--- src/rtl/core/ler_pkg.sv ---
// package for the line echo responder: reply text table, command struct, sequencer states
// no dependencies
package ler_pkg;

  localparam int unsigned BufferSizeDefault = 32;

  localparam logic [7:0] CharCr = 8'h0d;
  localparam logic [7:0] CharLf = 8'h0a;

  // reply text: "RX: ", CR LF, then "ERR: input too long" CR LF
  localparam int unsigned TextLen  = 27;
  localparam int unsigned TextIdxW = 5;
  localparam logic [8*TextLen-1:0] TextRom = {
    "RX: ", CharCr, CharLf, "ERR: input too long", CharCr, CharLf
  };

  localparam logic [TextIdxW-1:0] TxtLead     = 5'd0;
  localparam logic [TextIdxW-1:0] TxtLeadLast = 5'd3;
  localparam logic [TextIdxW-1:0] TxtTail     = 5'd4;
  localparam logic [TextIdxW-1:0] TxtTailLast = 5'd5;
  localparam logic [TextIdxW-1:0] TxtErr      = 5'd6;
  localparam logic [TextIdxW-1:0] TxtErrLast  = 5'd26;

  typedef enum logic [2:0] {
    SeqIdle,
    SeqLead,
    SeqBody,
    SeqTail,
    SeqErr
  } ler_state_e;

  typedef struct packed {
    logic start;
    logic err;
  } ler_cmd_t;

  function automatic logic [7:0] text_char(input logic [TextIdxW-1:0] idx);
    logic [7:0] ch;
    ch = 8'h00;
    if (32'(idx) < TextLen) begin
      ch = TextRom[8*(TextLen-1-32'(idx)) +: 8];
    end
    return ch;
  endfunction

endpackage

--- src/rtl/core/ler_store.sv ---
// line store memory, one write port and one registered read port
// depends on nothing but its parameters
module ler_store #(
  parameter int unsigned Depth = 31,
  parameter int unsigned AddrW = 5
) (
  input  logic             clk_i,
  input  logic             wr_en_i,
  input  logic [AddrW-1:0] wr_addr_i,
  input  logic [7:0]       wr_data_i,
  input  logic [AddrW-1:0] rd_addr_i,
  output logic [7:0]       rd_data_o
);

  logic [7:0] mem [Depth];
  logic [7:0] rd_data_q;

  always_ff @(posedge clk_i) begin
    if (wr_en_i) begin
      mem[wr_addr_i] <= wr_data_i;
    end
  end

  always_ff @(posedge clk_i) begin
    rd_data_q <= mem[rd_addr_i];
  end

  assign rd_data_o = rd_data_q;

endmodule

--- src/rtl/core/ler_seq.sv ---
// reply sequencer: text pointer and line store index step through text table and line
// store, one byte per cycle unless stalled; drives the output register; uses ler_pkg
module ler_seq import ler_pkg::*; #(
  parameter int unsigned LenW  = 5,
  parameter int unsigned AddrW = 5
) (
  input  logic             clk_i,
  input  logic             rst_ni,
  input  ler_cmd_t         cmd_i,
  input  logic [LenW-1:0]  len_i,
  input  logic [7:0]       rd_data_i,
  output logic [AddrW-1:0] rd_addr_o,
  output logic             busy_o,
  output logic             tx_valid_o,
  input  logic             tx_stall_i,
  output logic [7:0]       tx_data_o,
  output logic             reply_last_o
);

  ler_state_e           state_q, state_d;
  logic [TextIdxW-1:0]  ptr_q, ptr_d;
  logic [LenW-1:0]      idx_q, idx_d;
  logic [LenW-1:0]      len_q, len_d;
  logic                 out_valid_q, out_valid_d;
  logic [7:0]           out_data_q, out_data_d;
  logic                 out_last_q, out_last_d;
  logic                 load;
  logic                 body_last;
  logic [LenW-1:0]      rd_idx;
  logic [7:0]           next_char;
  logic                 next_last;

  assign load      = (!out_valid_q || !tx_stall_i) && (state_q != SeqIdle);
  assign body_last = (idx_q == len_q - LenW'(1));
  // prefetch the next body byte so that registered read data is ready in time
  assign rd_idx    = (state_q == SeqBody && load && !body_last) ? idx_q + LenW'(1) : idx_q;
  assign rd_addr_o = rd_idx[AddrW-1:0];

  always_comb begin
    state_d   = state_q;
    ptr_d     = ptr_q;
    idx_d     = idx_q;
    len_d     = len_q;
    next_char = text_char(ptr_q);
    next_last = 1'b0;
    unique case (state_q)
      SeqIdle: begin
        if (cmd_i.start) begin
          state_d = cmd_i.err ? SeqErr : SeqLead;
          ptr_d   = cmd_i.err ? TxtErr : TxtLead;
          idx_d   = '0;
          len_d   = len_i;
        end
      end
      SeqLead: begin
        if (load) begin
          if (ptr_q == TxtLeadLast) begin
            state_d = SeqBody;
          end else begin
            ptr_d = ptr_q + TextIdxW'(1);
          end
        end
      end
      SeqBody: begin
        next_char = rd_data_i;
        if (load) begin
          if (body_last) begin
            state_d = SeqTail;
            ptr_d   = TxtTail;
          end else begin
            idx_d = idx_q + LenW'(1);
          end
        end
      end
      SeqTail: begin
        next_last = (ptr_q == TxtTailLast);
        if (load) begin
          if (next_last) begin
            state_d = SeqIdle;
          end else begin
            ptr_d = ptr_q + TextIdxW'(1);
          end
        end
      end
      SeqErr: begin
        next_last = (ptr_q == TxtErrLast);
        if (load) begin
          if (next_last) begin
            state_d = SeqIdle;
          end else begin
            ptr_d = ptr_q + TextIdxW'(1);
          end
        end
      end
      default: begin
        state_d = SeqIdle;
      end
    endcase
  end

  always_comb begin
    out_valid_d = out_valid_q;
    out_data_d  = out_data_q;
    out_last_d  = out_last_q;
    if (load) begin
      out_valid_d = 1'b1;
      out_data_d  = next_char;
      out_last_d  = next_last;
    end else if (!tx_stall_i) begin
      out_valid_d = 1'b0;
    end
  end

  always_ff @(posedge clk_i or negedge rst_ni) begin
    if (!rst_ni) begin
      state_q     <= SeqIdle;
      out_valid_q <= 1'b0;
    end else begin
      state_q     <= state_d;
      out_valid_q <= out_valid_d;
    end
  end

  always_ff @(posedge clk_i) begin
    ptr_q      <= ptr_d;
    idx_q      <= idx_d;
    len_q      <= len_d;
    out_data_q <= out_data_d;
    out_last_q <= out_last_d;
  end

  assign busy_o       = (state_q != SeqIdle);
  assign tx_valid_o   = out_valid_q;
  assign tx_data_o    = out_data_q;
  assign reply_last_o = out_last_q;

endmodule

--- src/rtl/core/line_echo_responder.sv ---
// line echo responder top: line intake, line store and reply sequencer
// uses ler_pkg, ler_store, ler_seq
//
// usage:
//   rx channel (rx_valid_i, rx_stall_o, rx_data_i) takes one received byte per
//   transaction. bytes are stored until CR or LF; a terminator on an empty line
//   with no overflow is dropped. a byte beyond BUFFER_SIZE-1 stored bytes sets
//   the overflow flag and later bytes up to the line end are dropped.
//   tx channel (tx_valid_o, tx_stall_i, tx_data_o, reply_last_o) carries the
//   reply: "RX: " + line + CR LF, or "ERR: input too long" CR LF after an
//   overflow; reply_last_o marks the final byte.
// timing:
//   on a line end the sequencer state register leaves idle, then the output
//   register loads the first reply byte; after that one byte per cycle while
//   tx_stall_i is low, from a text pointer and a line store index stepping
//   through the text table and the line store. rx_stall_o is high while the
//   reply is being loaded. a stalled receiver holds the output register and
//   freezes the sequencer, stretching the reply.
// reset:
//   clears line length, overflow flag, sequencer and output valid; store
//   contents are not cleared and need no clearing pass.
module line_echo_responder import ler_pkg::*; #(
  parameter int unsigned BUFFER_SIZE = BufferSizeDefault
) (
  input  logic       clk_i,
  input  logic       rst_ni,
  input  logic       rx_valid_i,
  output logic       rx_stall_o,
  input  logic [7:0] rx_data_i,
  output logic       tx_valid_o,
  input  logic       tx_stall_i,
  output logic [7:0] tx_data_o,
  output logic       reply_last_o
);

  localparam int unsigned Depth = BUFFER_SIZE - 1;
  localparam int unsigned LenW  = $clog2(BUFFER_SIZE);
  localparam int unsigned AddrW = (Depth > 1) ? $clog2(Depth) : 1;

  logic [LenW-1:0]  len_q, len_d;
  logic             ovf_q, ovf_d;
  logic             accept;
  logic             is_term;
  logic             wr_en;
  logic             busy;
  logic [AddrW-1:0] rd_addr;
  logic [7:0]       rd_data;
  ler_cmd_t         cmd;

  assign rx_stall_o = busy;
  assign accept     = rx_valid_i && !busy;
  assign is_term    = (rx_data_i == CharCr) || (rx_data_i == CharLf);

  always_comb begin
    len_d     = len_q;
    ovf_d     = ovf_q;
    wr_en     = 1'b0;
    cmd.start = 1'b0;
    cmd.err   = ovf_q;
    if (accept) begin
      if (is_term) begin
        if (len_q != '0 || ovf_q) begin
          cmd.start = 1'b1;
          len_d     = '0;
          ovf_d     = 1'b0;
        end
      end else if (!ovf_q) begin
        if (32'(len_q) < Depth) begin
          wr_en = 1'b1;
          len_d = len_q + LenW'(1);
        end else begin
          ovf_d = 1'b1;
        end
      end
    end
  end

  always_ff @(posedge clk_i or negedge rst_ni) begin
    if (!rst_ni) begin
      len_q <= '0;
      ovf_q <= 1'b0;
    end else begin
      len_q <= len_d;
      ovf_q <= ovf_d;
    end
  end

  ler_store #(
    .Depth(Depth),
    .AddrW(AddrW)
  ) u_store (
    .clk_i    (clk_i),
    .wr_en_i  (wr_en),
    .wr_addr_i(len_q[AddrW-1:0]),
    .wr_data_i(rx_data_i),
    .rd_addr_i(rd_addr),
    .rd_data_o(rd_data)
  );

  ler_seq #(
    .LenW (LenW),
    .AddrW(AddrW)
  ) u_seq (
    .clk_i       (clk_i),
    .rst_ni      (rst_ni),
    .cmd_i       (cmd),
    .len_i       (len_q),
    .rd_data_i   (rd_data),
    .rd_addr_o   (rd_addr),
    .busy_o      (busy),
    .tx_valid_o  (tx_valid_o),
    .tx_stall_i  (tx_stall_i),
    .tx_data_o   (tx_data_o),
    .reply_last_o(reply_last_o)
  );

endmodule
--- config.mk ---
export PLATFORM = sky130hd
export DESIGN_NAME = line_echo_responder
export DESIGN_NICKNAME = d
export VERILOG_FILES = /design/src/rtl/core/ler_pkg.sv /design/src/rtl/core/ler_store.sv /design/src/rtl/core/ler_seq.sv /design/src/rtl/core/line_echo_responder.sv
export SDC_FILE = /design/constraint.sdc
export NUM_CORES = 1
export LEC_CHECK = 0
export BUFFER_PORTS_ARGS = -buffer_cell sky130_fd_sc_hd__buf_2
export CORE_UTILIZATION = 45
export DETAILED_ROUTE_END_ITERATION = 8
export HOLD_SLACK_MARGIN = 0.1
export SYNTH_ARGS = -nofsm -noshare
export SYNTH_HDL_FRONTEND = slang
export SYNTH_SLANG_ARGS = --single-unit
--- constraint.sdc ---
create_clock -name clk_i -period 3.4 [get_ports clk_i]
set_clock_uncertainty 0.1 [all_clocks]
set_input_delay 0.34 -clock clk_i [delete_from_list [all_inputs] [get_ports clk_i]]
set_output_delay 0.34 -clock clk_i [all_outputs]
set_load 0.02 [all_outputs]
==> results of run 1 <==
## worst reg2reg max path, cell delays in order, from the launching register on
cell and delay, ps:
edfxtp_1 390, inv_1 60, ha_1 300, xnor2_1 160
a211oi_4 260, buf_4 170, o311ai_4 170, nand2_2 170
buf_12 260, mux2i_1 380, mux2i_1 150, a32o_1 310
nor4_1 310
## report_power, final
part | switching (mW) | total (mW) | internal (mW)
Combinational | 3.05 | 5.06 | 2.00
Sequential | 0.252 | 4.55 | 4.30
Clock | 1.39 | 3.26 | 1.87
## state kept, by name, summed over array words and instances (netlist names)
signal / cells
u_seq.reply_last_o: 1
u_seq.tx_valid_o: 1
u_store.mem: 248
ovf_q: 1
u_store.rd_data_o: 8
u_seq.tx_data_o: 8
u_seq.state_q: 3
u_seq.idx_q: 5
len_q: 5
u_seq.len_q: 5
u_seq.ptr_q: 5
## kinds of logic after synthesis
group,after synthesis,share of synthesized area [%]
xor+xnor,21,1.34
mux,202,14.9
flops,290,57.6
buf+inv,97,2.94
compound gates,251,13.3
simple gates,248,9.08
fa+ha+maj,9,0.756
## cell usage after synthesis, drive strengths merged, types with 12 or more instances
| cell | instances |
|---|---|
| nor4 | 13 |
| nand3 | 16 |
| mux2 | 12 |
| nor2b | 38 |
| o311ai | 12 |
| mux4 | 15 |
| a211oi | 64 |
| a21oi | 20 |
| buf | 33 |
| clkbuf | 48 |
| nor2 | 69 |
| a32o | 15 |
| nand2 | 53 |
| mux2i | 175 |
| inv | 16 |
| o21ai | 36 |
| xor2 | 13 |
| edfxtp | 272 |
## final timing paths
kind | slack (ps) | from | end
min | 150 | rx_data_i[0] | u_store.mem[1][0]
min reg2reg | 500 | u_store.rd_data_o[6] | u_seq.tx_data_o[6]
max | 100 | u_seq.len_q[0] | u_store.rd_data_o[7]
min in group asynchronous | 680 | rst_ni | u_seq.tx_valid_o
max in group asynchronous | 2200 | rst_ni | ovf_q
max reg2reg | 100 | u_seq.len_q[0] | u_store.rd_data_o[7]
## repair_timing
action	in CTS	in global routing
resized for setup	6	19
hold buffers	4	0
pin swaps	1	1
setup endpoints to repair	7	8
endpoints found under the hold margin	12	0
buffers inserted	0	3
## area by class of cell
cell class | count | share of cell area [%]
Sequential cell | 290 | 49.4
Multi-Input combinational cell | 731 | 34.8
Inverter | 16 | 0.346
Clock inverter | 23 | 1.05
Tap cell | 442 | 3.19
Clock buffer | 32 | 4.49
Timing Repair Buffer | 145 | 6.68
## per-stage QoR
| step | util [%] | instance area (um2) | setup slack [ps] | total power, mW | TNS, ps |
|---|---|---|---|---|---|
| CTS | 52.9 | 17200 | -9.55 | 12.8 | -9.55 |
| detailed placement | 49.7 | 16200 | -79.7 | 9.53 | -236 |
| finish | 53.4 | 17400 | 105 | 12.9 | 0 |
| global route | 53.4 | 17400 | -23.3 | 13.5 | -46.2 |
| floorplan | - | 14900 | 585 | 7.93 | 0 |
| global placement | 49.7 | 16200 | -13.9 | 9.49 | -25.7 |
## placed cells by master (no fill, tap or decap), drive strengths merged, types with 7 or more instances in the layout
cell and n:
edfxtp 272, mux2i 175, buf 141, nor2 69
a211oi 64, nand2 53, nor2b 38, o21ai 36
clkbuf 32, a21oi 20, clkinv 19, inv 17
nand3 16, mux4 15, a32o 15, xor2 13
nor4 13, mux2 12, o311ai 12, o31ai 11
a221oi 11, nor3 11, o21a 10, dfrtp 10
a2111oi 10, and3 9, ha 9, a211o 8
o211ai 8, dfxtp 8, xnor2 8, o221a 7
nor4b 7
## layer usage
layer  wire, um  vias up  share of wire, %  track usage, %
li1           -     4652                 -               -
met1      17900     5125                44            33.7
met2      19300      314                47            39.9
met3       2630       63               6.4            3.96
met4        968        0               2.4            6.23
met5          0        -                 0               0
==> impl_metrics.csv, run 1 <==
group,metric,value,unit
detailed_routing,vias,10154,
detailed_routing,dr.pass1.iters,5,
final_layout,drive_above_1_share,21.7,%
setup_path,criticalPathCategory,"reg -> reg",
yosys,syn-cell-area,14900,um2
yosys,ys_async_sr_fraction,3.45,%
yosys,synth_ff_type,"edfxtp_1",
detailed_routing,drt_iter0_markers,864,
cts,cts_tree,"done",
detailed_routing,vias_per_cell,6.05,
yosys,ys_types,91,
floorplanning,initial_core_util,45.8,%
floorplanning,io_pins,23,
timing,slew_viol_final,0,
floorplanning,dieArea,33800,um2
pwr,p_per_area,741,nW/um2
yosys,synth_cells,1118,
final_layout,diodes,0,
yosys,yosysTopAreaCellShare,54.9,%
run,max-cap-violations,0,
global_route,grt_max_degree,101,
status,status,"finished, final reports clean",
detailed_routing,drt-wirelength-per-cell,24.3,um
min_path,hp-class,"in -> reg",
setup_path,worst-path-buf-inv,3,
pwr,leakagePower,6.20,nW
yosys,synth-warning-count,0,
global_route,antenna_found_initial,0,
yosys,ys_seq_area_share,57.6,%
timing,relSlewSlack,37.6,%
timing,finalHoldViolCount,0,
setup_path,ff2ff_path_depth,12,
timing,fin_crit_sh,96.9,%
yosys,synth.avg_cell_area,13.3,um2
floorplanning,die_w,184,um
global_route,grt-ovfl-total,0,
setup_path,worst-path-stages,12,
timing,setup_viol,0,
cts,path_clk_slew,60,ps
global_route,grt_pass1_wl,61300,um
timing,max_slew.worst_pin.slew,935,ps
final_layout,multi_input_area,6050,um2
yosys,synth_edf_count,272,
detailed_routing,ant_nets,0,
setup_path,crit_top_cell,"mux2i_1",
yosys,synth-seq-cells,290,
detailed_routing,drt_wl_total,40800,um
yosys,synth.largest_area_cell,"edfxtp_1",
setup_path,cpPeakStageDelay,390,ps
final_layout,final_nets,1236,
placement,numPortBuffers,22,
cts,numClockSinks,290,
cts,clock_latency,560,ps
final_layout,n_fill_cell,2757,
setup_path,timing.critical_path.to_type,"register",
final_layout,seq_area,8580,um2
global_route,grt_pass1_vias,9914,
min_path,whs_path_depth,2,
yosys,synth_area_leaders,"edfxtp_1 (55%), mux2i_1 (12%), a211oi_1 (3.1%), mux4_2 (2.3%), nor2_1 (1.7%)",
setup_path,crit_family,"compound AO/OA/AOI/OAI gates",
placement,dpl.cell_count,1617,
setup_path,cp_cell_sequence,"inv_1, ha_1, xnor2_1, a211oi_4, buf_4, o311ai_4, nand2_2, buf_12, mux2i_1, mux2i_1, a32o_1, nor4_1",
timing,min_period,3300,ps
timing,whs,153,ps
cts,clk_root_buffer_cell,"clkbuf_16",
cts,htreeDepth,1,
final_layout,syn_to_final_growth,16.6,%
detailed_routing,drt_drc_violations_left,0,
cts,cts_buffers,31,
cts,clockBufferDepth,3,
floorplanning,coreArea,32500,um2
floorplanning,dieHeight,184,um
timing,rsz0062_at_grt,"true",
timing,max_freq,0.303,GHz
setup_path,start_kind,"register",
placement,dpl.hpwl,27400,um
yosys,syn_nets,1139,
pwr,ir_drop,416,uV
floorplanning,rows,66,
final_layout,final_cell_count_no_fill,1679,
setup_path,cp_max_fo,39,
setup_path,slowest_stage,"edfxtp_1",
placement,gp_congestion,0.907,
global_route,grt_usage,24.4,%
setup_path,cp.required,3760,ps
setup_path,crit_arrival,3660,ps
Power figures use the tool's default switching activity.
==> inputs of run 2 (changes only) <==
PLACE_DENSITY = 0.66   (was default)
==> run 2 against run 1 <==
  * Clock power is essentially flat
  * Largest power group unchanged
  * Global-route usage down 1.0 points
  * Clock-buffer cell count grew 11
==> impl_metrics.csv, run 2 (synthesis results as in run 1) <==
group,metric,value,unit
status,status,"finished, final reports clean",
setup_path,worstReg2RegEnd,"u_store.rd_data_o[3]",
setup_path,timing.critical_path.to_type,"register",
setup_path,crit_top_cell,"buf_4",
placement,dpl.hpwl,25600,um
pwr,p_per_area,742,nW/um2
floorplanning,coreArea,32500,um2
detailed_routing,dr.pass1.iters,5,
global_route,grt_max_degree,78,
floorplanning,dieArea,33800,um2
pwr,ir_drop,431,uV
floorplanning,rows,66,
final_layout,final_common_cell,"edfxtp_1",
placement,numPortBuffers,22,
setup_path,cp_max_fo,8,
final_layout,final_cell_count_no_fill,1687,
min_path,holdPathEnd,"u_store.mem[7][1]",
final_layout,drive_above_1_share,21.0,%
min_path,hp-start,"rx_data_i[1]",
detailed_routing,drt_drc_violations_left,0,
global_route,antenna_found_initial,1,
final_layout,fin_area,17300,um2
cts,path_clk_slew,60,ps
floorplanning,initial_core_util,45.8,%
setup_path,worst-r2r-setup-slack,180,ps
cts,cts_tree,"done",
detailed_routing,vias,10230,
floorplanning,dieHeight,184,um
timing,max_slew.worst_pin.slew,973,ps
run,max-cap-violations,0,
floorplanning,die_w,184,um
cts,numClockSinks,290,
cts,cts_buffers,31,
placement,dpl.cell_count,1619,
setup_path,start_kind,"register",
placement,gp_congestion,0.890,
final_layout,syn_to_final_growth,16.2,%
floorplanning,io_pins,23,
placement,place_area,16200,um2
timing,fin_crit_sh,94.7,%
timing,slew_viol_final,0,
final_layout,largest_reg_flops,248,
setup_path,ff2ff_path_depth,12,
timing,relSlewSlack,35.1,%
detailed_routing,drt_wl_total,39000,um
setup_path,slowest_stage,"o311a_4",
final_layout,max_flop_register,"u_store.mem",
detailed_routing,drt_iter0_markers,963,
final_layout,diodes,0,
final_layout,most-common-layout-cells,"edfxtp_1 (272), mux2i_1 (175), buf_4 (117)",
pwr,power,12.8,mW
cts,clockBufferDepth,3,
cts,clock_latency,550,ps
timing,max_freq,0.311,GHz
global_route,grt_pass1_vias,9813,
setup_path,crit_arrival,3550,ps
cts,clk_root_buffer_cell,"clkbuf_16",
detailed_routing,vias_per_cell,6.06,
global_route,grt_usage,23.4,%
detailed_routing,drt-wirelength-per-cell,23.1,um
cts,htreeDepth,1,
setup_path,cpPeakStageDelay,440,ps
final_layout,final_nets,1242,
global_route,grt-ovfl-total,0,
setup_path,criticalPathCategory,"reg -> reg",
detailed_routing,ant_nets,0,
global_route,grt_pass1_wl,60000,um
setup_path,r2r_start,"u_seq.len_q[0]",
timing,setup_viol,0,
setup_path,cp_cell_sequence,"inv_1, ha_1, a21boi_2, o311a_4, buf_4, nor4_4, or2_4, nand3_1, buf_4, nor4b_1, buf_4, nor4_1",
timing,min_period,3220,ps
pwr,leakagePower,6.22,nW
timing,finalHoldViolCount,0,
min_path,hp-class,"in -> reg",
min_path,whs_path_depth,2,
setup_path,crit_family,"simple AND/OR/NAND/NOR gates",
setup_path,worst-path-buf-inv,4,
setup_path,cp.required,3730,ps
run 2: worst reg2reg max path, stage by stage, from the launching register on:
cell and delay [ps]:
edfxtp_1 340, inv_1 50, ha_1 220, a21boi_2 200, o311a_4 440, buf_4 170
nor4_4 420, or2_4 230, nand3_1 100, buf_4 220, nor4b_1 390, buf_4 190
nor4_1 40
run 2: layout make-up:
class,count,area [um2]
clock inverters,14,93.8
well taps,442,553
clock buffers,43,893
fillers,2751,15200
flip-flops and latches,290,8580
inverters,16,60.1
repair buffers,151,1180
multi-input cells,731,5940
run 2: power breakdown:
group          internal [mW]  total (mW)  switching (mW)
combinational           2.01        5.02            3.01
clock                   1.90        3.28            1.38
sequential              4.29        4.54           0.245
run 2: per-layer routing:
layer / share of wire [%] / GRT usage (%) / vias to the layer above
met3: 5.7 / 2.71 / 65
met1: 45 / 33.2 / 5171
met4: 2.3 / 6.03 / 0
li1: - / - / 4661
met5: 0 / 0 / -
met2: 47 / 38.0 / 333
run 2: how the worst max path moves through the flow:
stage / cells after the start / slack [ps] / startpoint / to
2_1_floorplan: 7 / 590 / u_seq.state_q[0] / u_seq.ptr_q[0]
3_3_place_gp: 11 / 170 / u_seq.len_q[0] / u_store.rd_data_o[4]
3_5_place_dp: 12 / 40 / u_seq.len_q[0] / u_store.rd_data_o[0]
4_1_cts: 11 / 50 / u_seq.len_q[0] / u_store.rd_data_o[1]
5_1_grt: 11 / -2 / u_seq.len_q[0] / u_store.rd_data_o[5]
6_report: 12 / 180 / u_seq.len_q[0] / u_store.rd_data_o[3]
run 2: timing repair:
action	4_1_cts	5_1_grt
hold endpoints to repair	13	0
setup buffers	0	6
hold buffers	5	0
endpoints found under the setup margin	1	8
gates resized for setup	1	7
pin swaps	0	4
run 2: metrics by stage:
| step | worst slack (ps) | setup TNS (ps) | util (%) | hold slack, ps |
|---|---|---|---|---|
| detailed placement | 44.0 | 0 | 49.7 | 115 |
| floorplan | 585 | 0 | - | -55.6 |
| CTS | 47.2 | 0 | 52.9 | 247 |
| global route | -1.96 | -2.46 | 53.2 | 264 |
| finish | 179 | 0 | 53.2 | 259 |
| global placement | 166 | 0 | 49.7 | 117 |
==> inputs of run 3 (changes only) <==
--- a/config.mk
+++ b/config.mk
@@ -11,4 +11,5 @@
 export HOLD_SLACK_MARGIN = 0.1
 export PLACE_DENSITY = 0.66
+export SETUP_SLACK_MARGIN = 0.1
 export SYNTH_ARGS = -nofsm -noshare
 export SYNTH_HDL_FRONTEND = slang
==> constraint.sdc (replaced) <==
create_clock -name clk_i -period 3.4 [get_ports clk_i]
set_clock_uncertainty 0.1 [all_clocks]
set_input_delay 0.17 -clock clk_i [delete_from_list [all_inputs] [get_ports clk_i]]
set_output_delay 0.17 -clock clk_i [all_outputs]
set_load 0.02 [all_outputs]
==> run 3 against run 2 <==
  * Hold slack got worse by 130 ps
  * Largest cell class unchanged
  * Critical path type unchanged
  * Critical path depth increased by 1
  * Setup slack got worse by 31 ps
  * Sequential power hardly changed
==> impl_metrics.csv, run 3 (synthesis results as in run 1) <==
group,metric,value,unit
status,status,"finished, final reports clean",
setup_path,crit_top_cell,"buf_4",
setup_path,cp.required,3720,ps
detailed_routing,drt_wl_total,40300,um
min_path,hp-class,"in -> reg",
pwr,p_per_area,755,nW/um2
cts,htreeDepth,2,
timing,relSlewSlack,36.0,%
timing,rsz0062_at_grt,"true",
global_route,grt_max_degree,78,
placement,gp_congestion,0.888,
detailed_routing,drt-wirelength-per-cell,23.6,um
final_layout,max_flop_register,"u_store.mem",
timing,setup_viol,0,
detailed_routing,dr.pass1.iters,5,
cts,numClockSinks,290,
cts,clk_root_buffer_cell,"clkbuf_16",
global_route,grt_pass1_wl,59900,um
global_route,grt_usage,23.6,%
floorplanning,rows,66,
final_layout,fin_area,17700,um2
setup_path,cp_max_fo,9,
final_layout,final_common_cell,"edfxtp_1",
pwr,ir_drop,429,uV
cts,clock_latency,520,ps
floorplanning,dieHeight,184,um
run,max-cap-violations,0,
detailed_routing,drt_iter0_markers,979,
final_layout,largest_reg_flops,248,
global_route,grt-ovfl-total,0,
detailed_routing,vias,10333,
final_layout,final_nets,1260,
placement,numPortBuffers,22,
final_layout,syn_to_final_growth,19.0,%
floorplanning,die_w,184,um
placement,dpl.hpwl,25900,um
timing,max_freq,0.308,GHz
cts,clockBufferDepth,3,
setup_path,cpPeakStageDelay,400,ps
detailed_routing,vias_per_cell,6.06,
floorplanning,coreArea,32500,um2
placement,place_area,16200,um2
pwr,leakagePower,6.40,nW
cts,cts_buffers,34,
setup_path,cp_cell_sequence,"inv_1, ha_2, xnor2_2, a211oi_4, o311a_4, buf_6, o21ai_2, and3_1, a211o_1, a311oi_1, buf_4, a211oi_1, buf_4",
global_route,antenna_found_initial,1,
timing,slew_viol_final,0,
floorplanning,dieArea,33800,um2
detailed_routing,ant_nets,0,
timing,timing.setup.tns,0,ps
final_layout,most-common-layout-cells,"edfxtp_1 (272), mux2i_1 (170), buf_4 (125)",
setup_path,worst-r2r-setup-slack,150,ps
floorplanning,initial_core_util,45.8,%
setup_path,criticalPathCategory,"reg -> reg",
setup_path,start_kind,"register",
final_layout,drive_above_1_share,23.8,%
cts,path_clk_slew,70,ps
global_route,grt_pass1_vias,9886,
detailed_routing,drt_drc_violations_left,0,
cts,cts_tree,"done",
timing,min_period,3250,ps
timing,max_slew.worst_pin.slew,959,ps
floorplanning,io_pins,23,
setup_path,slowest_stage,"edfxtp_1",
setup_path,crit_arrival,3570,ps
timing,finalHoldViolCount,0,
timing,whs,132,ps
setup_path,timing.critical_path.to_type,"register",
timing,fin_crit_sh,95.6,%
## run 3: critical path, delay by kind of cell, from the launching register on
kind,cells,cell delay [ps]
adders and majority gates,1,280
xor gates and xnor gates,1,160
AOI/OAI and AO/OA,6,1390
buffers and inverters,4,570
and+or+nand+nor,1,250
DFF,1,400
## run 3: area by class of cell
cell class | instances | area [um2]
Fill cell | 2687 | 14800
Sequential cell | 290 | 8580
Multi-Input combinational cell | 731 | 6080
Timing Repair Buffer | 166 | 1370
Clock buffer | 45 | 977
Tap cell | 442 | 553
Clock inverter | 15 | 105
Inverter | 16 | 60.1
Antenna cell | 1 | 2.50
## run 3: timing repair
| item | CTS | global route |
|---|---|---|
| buffers inserted | 3 | 14 |
| hold buffers | 5 | 0 |
| hold endpoints to repair | 13 | 0 |
| resized for setup | 1 | 35 |
| endpoints found under the setup margin | 7 | 9 |
| pin swaps | 2 | 8 |
| cloned | 0 | 4 |
## run 3: metal layers
metal  wire [um]  up-vias  track usage, %
li1            -     4691               -
met1       17200     5154            32.4
met2       19000      416            36.4
met3        2910       72            4.66
met4        1270        0            10.1
met5           0        -               0
## run 3: path summary, 6_finish.rpt
path,start,endpoint,cells past startpoint
setup reg to reg,u_seq.len_q[1],u_store.rd_data_o[6],13
min in group asynchronous,rst_ni,len_q[3],3
setup / recovery,u_seq.len_q[1],u_store.rd_data_o[6],13
hold reg to reg,len_q[1],u_seq.len_q[1],0
max in group asynchronous,rst_ni,u_seq.tx_valid_o,3
hold / removal,rx_data_i[5],u_store.mem[28][5],2
## run 3: report_power, final
part / switching (mW) / internal [mW]
clock network: 1.45 / 2.10
logic: 3.11 / 2.16
registers: 0.249 / 4.29
## run 3: per-stage QoR
stage / worst slack [ps] / cells / power (mW) / util [%]
CTS: 109 / 1687 / 13.1 / 53.2
global route: 8.55 / 1705 / 14.0 / 54.4
finish: 148 / 1706 / 13.4 / 54.5
global placement: 145 / 1619 / 9.50 / 49.7
detailed placement: 46.1 / 1619 / 9.54 / 49.7
floorplan: 585 / 1118 / 7.93 / -
